--- src/rtl/core/pid_controller_two_form_assert.svh ---
// ---------------------------------------------------------------------------
// pid controller two form assertion macros
// concurrent checks on the controller logic, compiled out with NO_ASSERTIONS
// ---------------------------------------------------------------------------
`ifndef PID_CONTROLLER_TWO_FORM_ASSERT_SVH
`define PID_CONTROLLER_TWO_FORM_ASSERT_SVH

`ifndef NO_ASSERTIONS

// cond never holds outside reset
`define PID2F_ASSERT_NEVER(name, clk, rstn, cond) \
    name: assert property (@(posedge clk) disable iff (!rstn) !(cond)) \
        else $error("%m: assertion failed");

// pre implies post in the same cycle
`define PID2F_ASSERT_IMPLY(name, clk, rstn, pre, post) \
    name: assert property (@(posedge clk) disable iff (!rstn) (pre) |-> (post)) \
        else $error("%m: assertion failed");

// pre implies post in the next cycle
`define PID2F_ASSERT_NEXT(name, clk, rstn, pre, post) \
    name: assert property (@(posedge clk) disable iff (!rstn) (pre) |=> (post)) \
        else $error("%m: assertion failed");

`else

`define PID2F_ASSERT_NEVER(name, clk, rstn, cond)
`define PID2F_ASSERT_IMPLY(name, clk, rstn, pre, post)
`define PID2F_ASSERT_NEXT(name, clk, rstn, pre, post)

`endif

`endif

--- src/rtl/core/pid2f_pkg.sv ---
`timescale 1ns / 1ps
// ---------------------------------------------------------------------------
// pid2f_pkg
// shared types, constants and register map of the two form pid controller
// ---------------------------------------------------------------------------
package pid2f_pkg;

    localparam int SAMPLE_WIDTH_DEF   = 16;
    localparam int GAIN_FRAC_BITS_DEF = 8;
    localparam int LIMITS_ON_DEF      = 1;

    localparam int GAIN_W     = 16;
    localparam int ALPHA_W    = 16;
    localparam int FILT_FRAC  = 16;
    localparam int OUT_W      = 32;
    localparam int CFG_IDX_W  = 3;
    localparam int CFG_DATA_W = 32;

    // serial multiplier: one multiplier bit per cycle
    localparam int MPLIER_W  = ALPHA_W + 1;
    localparam int MUL_CNT_W = $clog2(MPLIER_W);

    localparam logic [MPLIER_W-1:0] FILT_ONE = MPLIER_W'(1) << FILT_FRAC;

    localparam logic signed [OUT_W-1:0] OUT_MAX = {1'b0, {(OUT_W-1){1'b1}}};
    localparam logic signed [OUT_W-1:0] OUT_MIN = {1'b1, {(OUT_W-1){1'b0}}};

    localparam logic [GAIN_W-1:0]  GAIN_P_RST = 16'd25600;
    localparam logic [GAIN_W-1:0]  GAIN_I_RST = 16'd2560;
    localparam logic [GAIN_W-1:0]  GAIN_D_RST = 16'd2560;
    localparam logic [ALPHA_W-1:0] ALPHA_RST  = 16'd0;

    localparam logic FORM_INC = 1'b0;
    localparam logic FORM_POS = 1'b1;

    typedef enum logic [CFG_IDX_W-1:0] {
        REG_SETPOINT     = 3'd0,
        REG_GAIN_P       = 3'd1,
        REG_GAIN_I       = 3'd2,
        REG_GAIN_D       = 3'd3,
        REG_DERIV_FILTER = 3'd4,
        REG_OUT_UPPER    = 3'd5,
        REG_OUT_LOWER    = 3'd6,
        REG_FORM_SELECT  = 3'd7
    } cfg_reg_t;

    typedef enum logic [4:0] {
        ST_IDLE = 5'b00001,
        ST_LOAD = 5'b00010,
        ST_MUL  = 5'b00100,
        ST_SAT  = 5'b01000,
        ST_DONE = 5'b10000
    } pid2f_state_t;

endpackage

--- src/rtl/core/pid_controller_two_form.sv ---
`timescale 1ns / 1ps
// ---------------------------------------------------------------------------
// pid_controller_two_form
// fixed point pid controller, incremental or positional form.
// s_ channel: one measured sample per request; m_ channel: the clamped drive
// value in m_tdata and the clamp flag in m_tuser, one result per request.
// cfg port: registers are written by cfg_wr_en, cfg_index, cfg_wdata; write
// only while no request is in flight.
// a request goes through a shared shift-add multiplier that takes one
// multiplier bit per cycle; a product takes a load step, one step per
// multiplier bit and a handoff step.
// incremental form: 3 products; positional form: 5 products. the next
// request is taken only once the previous one has left its last step.
// reset loads the register defaults and clears the error history, the held
// output, the filtered derivative and the error sum.
// a stalled result stays in the output register; the next request is taken
// and computed, and waits at its last step until the result is taken.
// ---------------------------------------------------------------------------
module pid_controller_two_form
    import pid2f_pkg::*;
#(
    parameter int SAMPLE_WIDTH   = SAMPLE_WIDTH_DEF,
    parameter int GAIN_FRAC_BITS = GAIN_FRAC_BITS_DEF,
    parameter int LIMITS_ON      = LIMITS_ON_DEF
) (
    input  logic                                aclk,
    input  logic                                aresetn,
    input  logic                                cfg_wr_en,
    input  logic [CFG_IDX_W-1:0]                cfg_index,
    input  logic [CFG_DATA_W-1:0]               cfg_wdata,
    input  logic                                s_tvalid,
    output logic                                s_tready,
    input  logic [((SAMPLE_WIDTH+7)/8)*8-1:0]   s_tdata,   // measured
    output logic                                m_tvalid,
    input  logic                                m_tready,
    output logic [OUT_W-1:0]                    m_tdata,   // drive
    output logic                                m_tuser    // clamped
);

    logic signed [SAMPLE_WIDTH-1:0] setpoint_reg;
    logic [GAIN_W-1:0]              gain_p_reg;
    logic [GAIN_W-1:0]              gain_i_reg;
    logic [GAIN_W-1:0]              gain_d_reg;
    logic [ALPHA_W-1:0]             deriv_filter_reg;
    logic signed [OUT_W-1:0]        out_upper_reg;
    logic signed [OUT_W-1:0]        out_lower_reg;
    logic                           form_select_reg;
    logic signed [OUT_W-1:0]        drive;

    always_ff @(posedge aclk) begin
        if (!aresetn) begin
            setpoint_reg     <= '0;
            gain_p_reg       <= GAIN_P_RST;
            gain_i_reg       <= GAIN_I_RST;
            gain_d_reg       <= GAIN_D_RST;
            deriv_filter_reg <= ALPHA_RST;
            out_upper_reg    <= OUT_MAX;
            out_lower_reg    <= OUT_MIN;
            form_select_reg  <= FORM_INC;
        end else if (cfg_wr_en) begin
            unique case (cfg_reg_t'(cfg_index))
                REG_SETPOINT:     setpoint_reg     <= cfg_wdata[SAMPLE_WIDTH-1:0];
                REG_GAIN_P:       gain_p_reg       <= cfg_wdata[GAIN_W-1:0];
                REG_GAIN_I:       gain_i_reg       <= cfg_wdata[GAIN_W-1:0];
                REG_GAIN_D:       gain_d_reg       <= cfg_wdata[GAIN_W-1:0];
                REG_DERIV_FILTER: deriv_filter_reg <= cfg_wdata[ALPHA_W-1:0];
                REG_OUT_UPPER:    out_upper_reg    <= cfg_wdata[OUT_W-1:0];
                REG_OUT_LOWER:    out_lower_reg    <= cfg_wdata[OUT_W-1:0];
                REG_FORM_SELECT:  form_select_reg  <= cfg_wdata[0];
                default: begin
                    form_select_reg <= form_select_reg;
                end
            endcase
        end
    end

    pid2f_core #(
        .SAMPLE_WIDTH   (SAMPLE_WIDTH),
        .GAIN_FRAC_BITS (GAIN_FRAC_BITS),
        .LIMITS_ON      (LIMITS_ON)
    ) u_core (
        .aclk         (aclk),
        .aresetn      (aresetn),
        .setpoint     (setpoint_reg),
        .gain_p       (gain_p_reg),
        .gain_i       (gain_i_reg),
        .gain_d       (gain_d_reg),
        .deriv_filter (deriv_filter_reg),
        .out_upper    (out_upper_reg),
        .out_lower    (out_lower_reg),
        .form_select  (form_select_reg),
        .in_valid     (s_tvalid),
        .in_ready     (s_tready),
        .in_measured  (s_tdata[SAMPLE_WIDTH-1:0]),
        .out_valid    (m_tvalid),
        .out_ready    (m_tready),
        .out_drive    (drive),
        .out_clamped  (m_tuser)
    );

    assign m_tdata = drive;

endmodule

--- src/rtl/core/pid2f_mul.sv ---
`timescale 1ns / 1ps
`include "pid_controller_two_form_assert.svh"
// ---------------------------------------------------------------------------
// pid2f_mul
// shift and add multiply accumulate, one multiplier bit per cycle
// ---------------------------------------------------------------------------
module pid2f_mul
    import pid2f_pkg::*;
#(
    parameter int ACC_WIDTH = SAMPLE_WIDTH_DEF + 36
) (
    input  logic                        aclk,
    input  logic                        aresetn,
    input  logic                        start,
    input  logic signed [ACC_WIDTH-1:0] acc_init,
    input  logic signed [ACC_WIDTH-1:0] mcand_init,
    input  logic [MPLIER_W-1:0]         mplier_init,
    output logic                        busy,
    output logic signed [ACC_WIDTH-1:0] acc
);

    logic                        busy_reg;
    logic [MUL_CNT_W-1:0]        cnt_reg;
    logic signed [ACC_WIDTH-1:0] acc_reg;
    logic signed [ACC_WIDTH-1:0] mcand_reg;
    logic [MPLIER_W-1:0]         mplier_reg;

    always_ff @(posedge aclk) begin
        if (!aresetn) begin
            busy_reg <= 1'b0;
            cnt_reg  <= '0;
        end else if (start) begin
            busy_reg <= 1'b1;
            cnt_reg  <= MUL_CNT_W'(MPLIER_W - 1);
        end else if (busy_reg) begin
            if (cnt_reg == '0) begin
                busy_reg <= 1'b0;
            end else begin
                cnt_reg <= cnt_reg - MUL_CNT_W'(1);
            end
        end
    end

    always_ff @(posedge aclk) begin
        if (start) begin
            acc_reg    <= acc_init;
            mcand_reg  <= mcand_init;
            mplier_reg <= mplier_init;
        end else if (busy_reg) begin
            if (mplier_reg[0]) begin
                acc_reg <= acc_reg + mcand_reg;
            end
            mcand_reg  <= mcand_reg <<< 1;
            mplier_reg <= mplier_reg >> 1;
        end
    end

    assign busy = busy_reg;
    assign acc  = acc_reg;

    `PID2F_ASSERT_NEVER(a_no_restart, aclk, aresetn, start && busy_reg)
    `PID2F_ASSERT_NEXT(a_last_bit_ends, aclk, aresetn, busy_reg && cnt_reg == '0 && !start, !busy_reg)
    `PID2F_ASSERT_IMPLY(a_mplier_drained, aclk, aresetn, $fell(busy_reg), mplier_reg == '0)

endmodule

--- src/rtl/core/pid2f_core.sv ---
`timescale 1ns / 1ps
`include "pid_controller_two_form_assert.svh"
// ---------------------------------------------------------------------------
// pid2f_core
// term sequencer, controller history, saturation, clamp and output register
// ---------------------------------------------------------------------------
module pid2f_core
    import pid2f_pkg::*;
#(
    parameter int SAMPLE_WIDTH   = SAMPLE_WIDTH_DEF,
    parameter int GAIN_FRAC_BITS = GAIN_FRAC_BITS_DEF,
    parameter int LIMITS_ON      = LIMITS_ON_DEF
) (
    input  logic                           aclk,
    input  logic                           aresetn,
    input  logic signed [SAMPLE_WIDTH-1:0] setpoint,
    input  logic [GAIN_W-1:0]              gain_p,
    input  logic [GAIN_W-1:0]              gain_i,
    input  logic [GAIN_W-1:0]              gain_d,
    input  logic [ALPHA_W-1:0]             deriv_filter,
    input  logic signed [OUT_W-1:0]        out_upper,
    input  logic signed [OUT_W-1:0]        out_lower,
    input  logic                           form_select,
    input  logic                           in_valid,
    output logic                           in_ready,
    input  logic signed [SAMPLE_WIDTH-1:0] in_measured,
    output logic                           out_valid,
    input  logic                           out_ready,
    output logic signed [OUT_W-1:0]        out_drive,
    output logic                           out_clamped
);

    localparam int EW     = SAMPLE_WIDTH + 1;
    localparam int AW     = (SAMPLE_WIDTH + 36 > OUT_W + GAIN_W + 4) ? SAMPLE_WIDTH + 36
                                                                      : OUT_W + GAIN_W + 4;
    localparam int TERM_W = 3;

    // incremental form terms
    localparam logic [TERM_W-1:0] INC_T_PROP  = 3'd0;
    localparam logic [TERM_W-1:0] INC_T_INTEG = 3'd1;
    localparam logic [TERM_W-1:0] INC_T_DERIV = 3'd2;
    // positional form terms
    localparam logic [TERM_W-1:0] POS_T_DERIV  = 3'd0;
    localparam logic [TERM_W-1:0] POS_T_WEIGHT = 3'd1;
    localparam logic [TERM_W-1:0] POS_T_FILT   = 3'd2;
    localparam logic [TERM_W-1:0] POS_T_PROP   = 3'd3;
    localparam logic [TERM_W-1:0] POS_T_INTEG  = 3'd4;

    function automatic logic signed [OUT_W-1:0] sat_out(input logic signed [AW-1:0] v);
        logic [AW-OUT_W:0] hi;
        hi = v[AW-1:OUT_W-1];
        if (hi == '0 || hi == '1) begin
            sat_out = v[OUT_W-1:0];
        end else if (v[AW-1]) begin
            sat_out = OUT_MIN;
        end else begin
            sat_out = OUT_MAX;
        end
    endfunction

    pid2f_state_t state_reg, state_next;
    logic [TERM_W-1:0] term_reg, term_next;

    logic signed [EW-1:0]    err_reg;
    logic signed [EW-1:0]    prev_err_reg;
    logic signed [EW-1:0]    prev2_err_reg;
    logic signed [OUT_W-1:0] held_reg;
    logic signed [OUT_W-1:0] ud_prev_reg;
    logic signed [OUT_W-1:0] esum_reg;
    logic signed [OUT_W-1:0] ud_reg;
    logic signed [OUT_W-1:0] res_reg;
    logic                    out_valid_reg;
    logic signed [OUT_W-1:0] drive_reg;
    logic                    clamped_reg;

    logic signed [EW-1:0]    err_in;
    logic signed [AW-1:0]    err_w;
    logic signed [AW-1:0]    d1_w;
    logic signed [AW-1:0]    d2_w;
    logic signed [AW-1:0]    t1_w;
    logic signed [OUT_W-1:0] ud_sat;
    logic signed [AW-1:0]    ud_load;
    logic signed [AW-1:0]    held_load;
    logic signed [AW-1:0]    esum_sum;
    logic [MPLIER_W-1:0]     weight;

    logic                    mul_start;
    logic                    mul_busy;
    logic signed [AW-1:0]    acc;
    logic signed [AW-1:0]    acc_init;
    logic signed [AW-1:0]    mcand_init;
    logic [MPLIER_W-1:0]     mplier_init;

    logic                    last_term;
    logic                    term_ok;
    logic                    out_free;
    logic signed [OUT_W-1:0] clamp_val;
    logic                    clamp_flag;

    assign err_in    = EW'(setpoint) - EW'(in_measured);
    assign err_w     = AW'(err_reg);
    assign d1_w      = err_w - AW'(prev_err_reg);
    assign d2_w      = err_w - (AW'(prev_err_reg) <<< 1) + AW'(prev2_err_reg);
    assign t1_w      = (acc >>> (FILT_FRAC + GAIN_FRAC_BITS)) <<< FILT_FRAC;
    assign ud_sat    = sat_out(acc >>> FILT_FRAC);
    assign ud_load   = AW'(ud_sat) <<< GAIN_FRAC_BITS;
    assign held_load = AW'(held_reg) <<< GAIN_FRAC_BITS;
    assign esum_sum  = AW'(esum_reg) + err_w;
    assign weight    = FILT_ONE - MPLIER_W'(deriv_filter);

    assign last_term = (form_select == FORM_POS) ? (term_reg == POS_T_INTEG)
                                                 : (term_reg == INC_T_DERIV);
    assign term_ok   = (form_select == FORM_POS) ? (term_reg <= POS_T_INTEG)
                                                 : (term_reg <= INC_T_DERIV);
    assign out_free  = !out_valid_reg || out_ready;
    assign mul_start = (state_reg == ST_LOAD);

    // operands of the current term
    always_comb begin
        acc_init    = acc;
        mcand_init  = '0;
        mplier_init = '0;
        if (form_select == FORM_POS) begin
            unique case (term_reg)
                POS_T_DERIV: begin
                    acc_init    = '0;
                    mcand_init  = d1_w;
                    mplier_init = MPLIER_W'(gain_d);
                end
                POS_T_WEIGHT: begin
                    acc_init    = '0;
                    mcand_init  = acc;
                    mplier_init = weight;
                end
                POS_T_FILT: begin
                    acc_init    = t1_w;
                    mcand_init  = AW'(ud_prev_reg);
                    mplier_init = MPLIER_W'(deriv_filter);
                end
                POS_T_PROP: begin
                    acc_init    = ud_load;
                    mcand_init  = err_w;
                    mplier_init = MPLIER_W'(gain_p);
                end
                POS_T_INTEG: begin
                    mcand_init  = AW'(esum_reg);
                    mplier_init = MPLIER_W'(gain_i);
                end
                default: begin
                    acc_init = acc;
                end
            endcase
        end else begin
            unique case (term_reg)
                INC_T_PROP: begin
                    acc_init    = held_load;
                    mcand_init  = d1_w;
                    mplier_init = MPLIER_W'(gain_p);
                end
                INC_T_INTEG: begin
                    mcand_init  = err_w;
                    mplier_init = MPLIER_W'(gain_i);
                end
                INC_T_DERIV: begin
                    mcand_init  = d2_w;
                    mplier_init = MPLIER_W'(gain_d);
                end
                default: begin
                    acc_init = acc;
                end
            endcase
        end
    end

    pid2f_mul #(
        .ACC_WIDTH (AW)
    ) u_mul (
        .aclk        (aclk),
        .aresetn     (aresetn),
        .start       (mul_start),
        .acc_init    (acc_init),
        .mcand_init  (mcand_init),
        .mplier_init (mplier_init),
        .busy        (mul_busy),
        .acc         (acc)
    );

    always_comb begin
        state_next = state_reg;
        term_next  = term_reg;
        unique case (state_reg)
            ST_IDLE: begin
                if (in_valid) begin
                    state_next = ST_LOAD;
                    term_next  = '0;
                end
            end
            ST_LOAD: begin
                state_next = ST_MUL;
            end
            ST_MUL: begin
                if (!mul_busy) begin
                    if (last_term) begin
                        state_next = ST_SAT;
                    end else begin
                        term_next  = term_reg + TERM_W'(1);
                        state_next = ST_LOAD;
                    end
                end
            end
            ST_SAT: begin
                state_next = ST_DONE;
            end
            ST_DONE: begin
                if (out_free) begin
                    state_next = ST_IDLE;
                end
            end
            default: begin
                state_next = ST_IDLE;
            end
        endcase
    end

    // upper limit first, then lower
    always_comb begin
        clamp_val  = res_reg;
        clamp_flag = 1'b0;
        if (LIMITS_ON != 0) begin
            if (res_reg > out_upper) begin
                clamp_val  = out_upper;
                clamp_flag = 1'b1;
            end
            if (clamp_val < out_lower) begin
                clamp_val  = out_lower;
                clamp_flag = 1'b1;
            end
        end
    end

    always_ff @(posedge aclk) begin
        if (!aresetn) begin
            state_reg     <= ST_IDLE;
            term_reg      <= '0;
            out_valid_reg <= 1'b0;
            prev_err_reg  <= '0;
            prev2_err_reg <= '0;
            held_reg      <= '0;
            ud_prev_reg   <= '0;
            esum_reg      <= '0;
        end else begin
            state_reg <= state_next;
            term_reg  <= term_next;
            if (state_reg == ST_DONE && out_free) begin
                out_valid_reg <= 1'b1;
                held_reg      <= clamp_val;
                prev_err_reg  <= err_reg;
                if (form_select == FORM_POS) begin
                    ud_prev_reg <= ud_reg;
                    esum_reg    <= sat_out(esum_sum);
                end else begin
                    prev2_err_reg <= prev_err_reg;
                end
            end else if (out_ready) begin
                out_valid_reg <= 1'b0;
            end
        end
    end

    always_ff @(posedge aclk) begin
        if (state_reg == ST_IDLE && in_valid) begin
            err_reg <= err_in;
        end
        if (state_reg == ST_LOAD && form_select == FORM_POS && term_reg == POS_T_PROP) begin
            ud_reg <= ud_sat;
        end
        if (state_reg == ST_SAT) begin
            res_reg <= sat_out(acc >>> GAIN_FRAC_BITS);
        end
        if (state_reg == ST_DONE && out_free) begin
            drive_reg   <= clamp_val;
            clamped_reg <= clamp_flag;
        end
    end

    assign in_ready    = (state_reg == ST_IDLE);
    assign out_valid   = out_valid_reg;
    assign out_drive   = drive_reg;
    assign out_clamped = clamped_reg;

    `PID2F_ASSERT_IMPLY(a_busy_in_mul, aclk, aresetn, mul_busy, state_reg == ST_MUL)
    `PID2F_ASSERT_IMPLY(a_term_range, aclk, aresetn, state_reg != ST_IDLE, term_ok)

endmodule
--- config.mk ---
export PLATFORM = sky130hd
export DESIGN_NAME = pid_controller_two_form
export DESIGN_NICKNAME = d
export VERILOG_FILES = /design/src/rtl/core/pid2f_pkg.sv /design/src/rtl/core/pid_controller_two_form.sv /design/src/rtl/core/pid2f_mul.sv /design/src/rtl/core/pid2f_core.sv
export VERILOG_INCLUDE_DIRS = /design/src /design/src/rtl/core
export SDC_FILE = /design/constraint.sdc
export NUM_CORES = 1
export LEC_CHECK = 0
export ABC_CLOCK_PERIOD_IN_PS = 7300
export BUFFER_PORTS_ARGS = -buffer_cell sky130_fd_sc_hd__buf_2
export CELL_PAD_IN_SITES_DETAIL_PLACEMENT = 1
export CELL_PAD_IN_SITES_GLOBAL_PLACEMENT = 1
export CORE_ASPECT_RATIO = 0.6
export CORE_MARGIN = 3
export CORE_UTILIZATION = 40
export CTS_BUF_LIST = sky130_fd_sc_hd__clkbuf_16
export CTS_CLUSTER_SIZE = 40
export DETAILED_ROUTE_END_ITERATION = 8
export PLACE_DENSITY_LB_ADDON = 0.1
export SYNTH_ARGS = -nofsm -noshare
export SYNTH_HDL_FRONTEND = slang
export SYNTH_SLANG_ARGS = --single-unit
--- constraint.sdc ---
create_clock -name aclk -period 7.3 [get_ports aclk]
set_input_delay 0.365 -clock aclk [delete_from_list [all_inputs] [get_ports aclk]]
set_output_delay 0.365 -clock aclk [all_outputs]
set_load 0.01 [all_outputs]
==> results.txt <==
The logs give 56 for the number of clock buffers inserted by TritonCTS and 29619 for the total number of vias. For the worst flop-to-flop path, the logic depth is 19. The path category of the worst min-delay check is primary input to flop. The analysis attributes to cell leakage a power of 13.6 nW. Top cell type's share of synthesized area: 0.220. By area, the combinational part of the netlist is dominated by compound AO/OA/AOI/OAI gates. The slowest stage of the critical path belongs to the cell o21ai_0. The total of flip-flops plus latches after synthesis was 525; the sequential group share of total power was 0.450. For the worst-skew pair, the clock arrives at the later sink with an insertion delay of 0.68 ns. The critical path capture point type was a flop. The area share of and/or/nand/nor cells after synthesis came out at 0.165.

Setup repair after global routing left no endpoint under its margin. The final critical-path required period was 6.02 ns. Entering global routing, the biggest net connects 127 pins.

The tools report the clock net sink count as 525. The signal on the critical path passes through ha_1 -> a21o_1 -> a221o_1 -> a221o_1 -> a211oi_2 -> mux2i_1 -> nand2_1 -> o21ai_0 -> ha_1 -> a21o_1 -> a21oi_1 -> nor2_1 -> a211oi_1 -> mux2i_1 -> nor3_1 -> a21oi_4 -> buf_4 -> nor2_1 -> a21oi_1. The ratio of final minimum period to clock period was 0.825.

Setup violations remaining at the end of the flow were counted as 0. The tools report the launching element of the worst setup path as u_core.res_reg[17]. The leading area contributor after synthesis was edfxtp_1. Along the worst hold path, the cell count comes to 3. For hold timing, the worst endpoint is out_lower_reg[10]. The final worst clock skew came out at 0.0514 ns. The largest single stage delay on the critical path is 0.64 ns. For the final-stage net count, the log shows 4003. The total power came out at 7.17 mW.

The run finished with clean final reports. Effective utilization at floorplan: 0.409. The core region is 78400 sq um.

During placement, the flow inserted port buffers numbering 90. Via count of the first global-routing pass: 29457. TritonCTS built the clock tree. The most used flip-flop cell after synthesis is dfxtp_1. Arrival time at the worst endpoint: 6.54 ns. For the full die area, the log shows 83700 sq um. Slack of the worst reg-to-reg path: 1.28 ns.

The run gives 4022 as the net count of the mapped netlist. The tools report the buffer cell driving the clock tree root as clkbuf_16. The share of the synthesized area in compound gates (AO/OA/AOI/OAI) came out at 0.242.

The routed design has 123000 um of wire. The multiplexer area fraction after synthesis works out to 0.00640. The startpoint of the most critical hold path was cfg_wdata[10].

For this design the ratio of total power to cell area is 203 nW/um^2. The largest fanout of any net on the critical path was 32; the boundary pin count was 91. The combined buffer and inverter count along the critical path is 1. The logs give 0 ns for the total negative slack for setup checks and 0.141 for the combinational fraction of design power. The wire length of the first global-routing pass came out at 186000 um. For the maximum level of the CTS H-tree, the log shows 2. The proportion of power drawn by the clock network came out at 0.409. The post-synthesis async set-or-reset flop share is 0. The global route total overflow was 0; the count of nets left with antenna violations after detail routing was 0. Max-cap violations in this run came to 0. In this run the critical register-to-register path is launched from u_core.res_reg[17]. The tools report the count of final hold-check violations as 0.

Number of distinct standard cells referenced by the synthesized netlist: 88. The total routing usage reported by global routing is 0.290. The number of stages on the worst setup path came out at 19. Internal power comes to 5.07 mW. The synthesized design contains 235 enable-type register cells. By area the synthesized netlist is led by edfxtp_1 (22%), dfxtp_1 (18%), ha_1 (8.0%).

The transition time at the pin with the least slew margin is 1.26 ns, and the count of mapped cells out of synthesis is 3739. The ratio of cells with drive above 1 in the final layout is 0.0801. The switching power was 2.10 mW; the number of iterations in the first detailed-routing pass was 6. The final-report max-slew violation count was 0; the post-detailed-route DRC marker count was 0. At the worst endpoint, the required time is 7.82 ns. The x dimension of the die was 371 um; the largest buffer count on any clock path was 3.

Category of the most critical setup path: flop to flop. Each instance of the synthesized netlist takes up on average 8.57 sq um. The worst register-to-register path ends at u_core.out_drive[24]. For the tightest slew margin relative to the limit, the log shows 0.155. The cell family contributing the most delay on the critical path is compound AO/OA/AOI/OAI gates.

The logs give 0.401 for the fraction of the yosys area taken by sequential cells and 3146 for the iteration-0 DRC count of the detailed router. The area growth from synthesis to final layout is 10.4%, and the maximum vdd ir drop is 0.193 mV. The number of gates resized after cts was 0. After legalization and detailed placement, the total HPWL measured 87400 um. The average wire length per cell after detail routing came out at 25.5 um. The tools report the number of warning messages in the yosys log as 0. The mapped netlist covers 32000 sq um.

Measured along the y axis, the die boundary spans 225 um. The global placement routability congestion is 0.917, and the share of synthesized cell area in full adder, half adder and majority cells is 0.101. The floorplan has 79 rows. The worst setup path is launched from a flop. Clock-pin slew was measured on the worst setup and hold paths at 0.07 ns.

Based on the critical path, the design can be clocked at up to 166 MHz. The initial antenna violation count was 7; the switching fraction of total power was 0.293. Average via count per standard cell: 6.14. The share of the synthesized netlist area taken by xor and xnor gates is 0.0290.
-- per-layer routing --
metal	up-vias	part of all wire	GRT usage
li1	13470	-	-
met1	14937	0.50	0.462
met2	1094	0.39	0.398
met3	118	0.095	0.0653
met4	0	0.012	0.0449
met5	-	0	0
-- repair_timing --
item	4_1_cts	5_1_grt
hold buffers	16	0
hold endpoints to repair	31	0
setup buffers	0	0
-- tightest hold or removal path: stages --
cell	delay (ns)
buf_2	0.17
nand2_1	0.08
a21oi_1	0.06
-- Yosys cell counts (14+ instances only) --
cell      count
a211oi_1     22
a21o_1      114
a21oi_1     401
a221o_1      46
a221oi_1     14
a222oi_1     22
a22oi_1      84
a31oi_1      26
and2_1       16
and3_1       15
buf_1        21
buf_2        21
clkbuf_1    185
dfxtp_1     290
edfxtp_1    235
fa_1         21
ha_1        206
inv_1       217
nand2_1     666
nand2b_1     26
nand3_1      97
nand4_1      61
nor2_1      171
nor2b_1      28
nor3_1       53
o211ai_1     76
o21a_1       31
o21ai_0     207
or3_1        20
xnor2_1      64
xor2_1       42
-- power by group through the flow --
| stage | registers (mW) | clock network, mW | logic [mW] |
|---|---|---|---|
| finish | 3.23 | 2.93 | 1.01 |
| global route | 3.23 | 3.08 | 1.12 |
| floorplan | 3.24 | 0 | 0.704 |
| global placement | 3.29 | 0 | 0.951 |
| CTS | 3.22 | 2.97 | 1.00 |
| detailed placement | 3.29 | 0 | 0.986 |
-- metrics by stage --
stage	hold WS, ns	area, sq um	setup slack, ns	utilization	instances
after global routing	0.0412	35400	0.853	0.452	4821
final	0.0541	35400	1.28	0.452	4822
after detailed placement	0.451	33400	1.44	0.426	4699
after CTS	0.0112	35400	1.40	0.452	4821
after floorplan	0.436	32000	1.69	-	3739
after global placement	0.444	33400	1.56	0.426	4699
-- cell usage in the layout (no fill, tap or decap), types with 46 or more instances in the layout --
cell,count
a21o_1,114
a21oi_1,400
a221o_1,46
a22oi_1,84
buf_2,89
buf_4,49
clkbuf_16,60
dfxtp_1,290
edfxtp_1,235
ha_1,206
inv_1,228
nand2_1,666
nand3_1,95
nand4_1,61
nor2_1,163
nor3_1,50
o211ai_1,76
o21ai_0,206
xnor2_1,64
-- cells by family after synthesis --
kind of cell | after synthesis
AO/OA/AOI/OAI | 1186
XOR/XNOR | 106
adder cells (fa/ha/maj) | 248
buffers and inverters | 452
flip-flops | 525
multiplexers | 19
AND/OR/NAND/NOR | 1203
-- how the worst max path moves through the flow --
stage                                 to  slack [ns]
detailed placement   u_core.held_reg[25]        1.44
global placement    u_core.out_drive[25]        1.56
global route        u_core.out_drive[24]        0.85
finish              u_core.out_drive[24]        1.28
floorplan            u_core.u_mul.acc[0]        1.69
CTS                  u_core.held_reg[25]        1.40
-- cell type report --
cell class              instances  area, sq um
diodes                          1         2.50
clock buffers                  60         1500
clock inverters                46          308
fillers                      9153        43000
inverters                     219          828
multi-input cells            2762        17600
flip-flops and latches        525        12900
well taps                    1053         1320
repair buffers                156         1010
No activity file was read; power rests on OpenSTA's default activity.
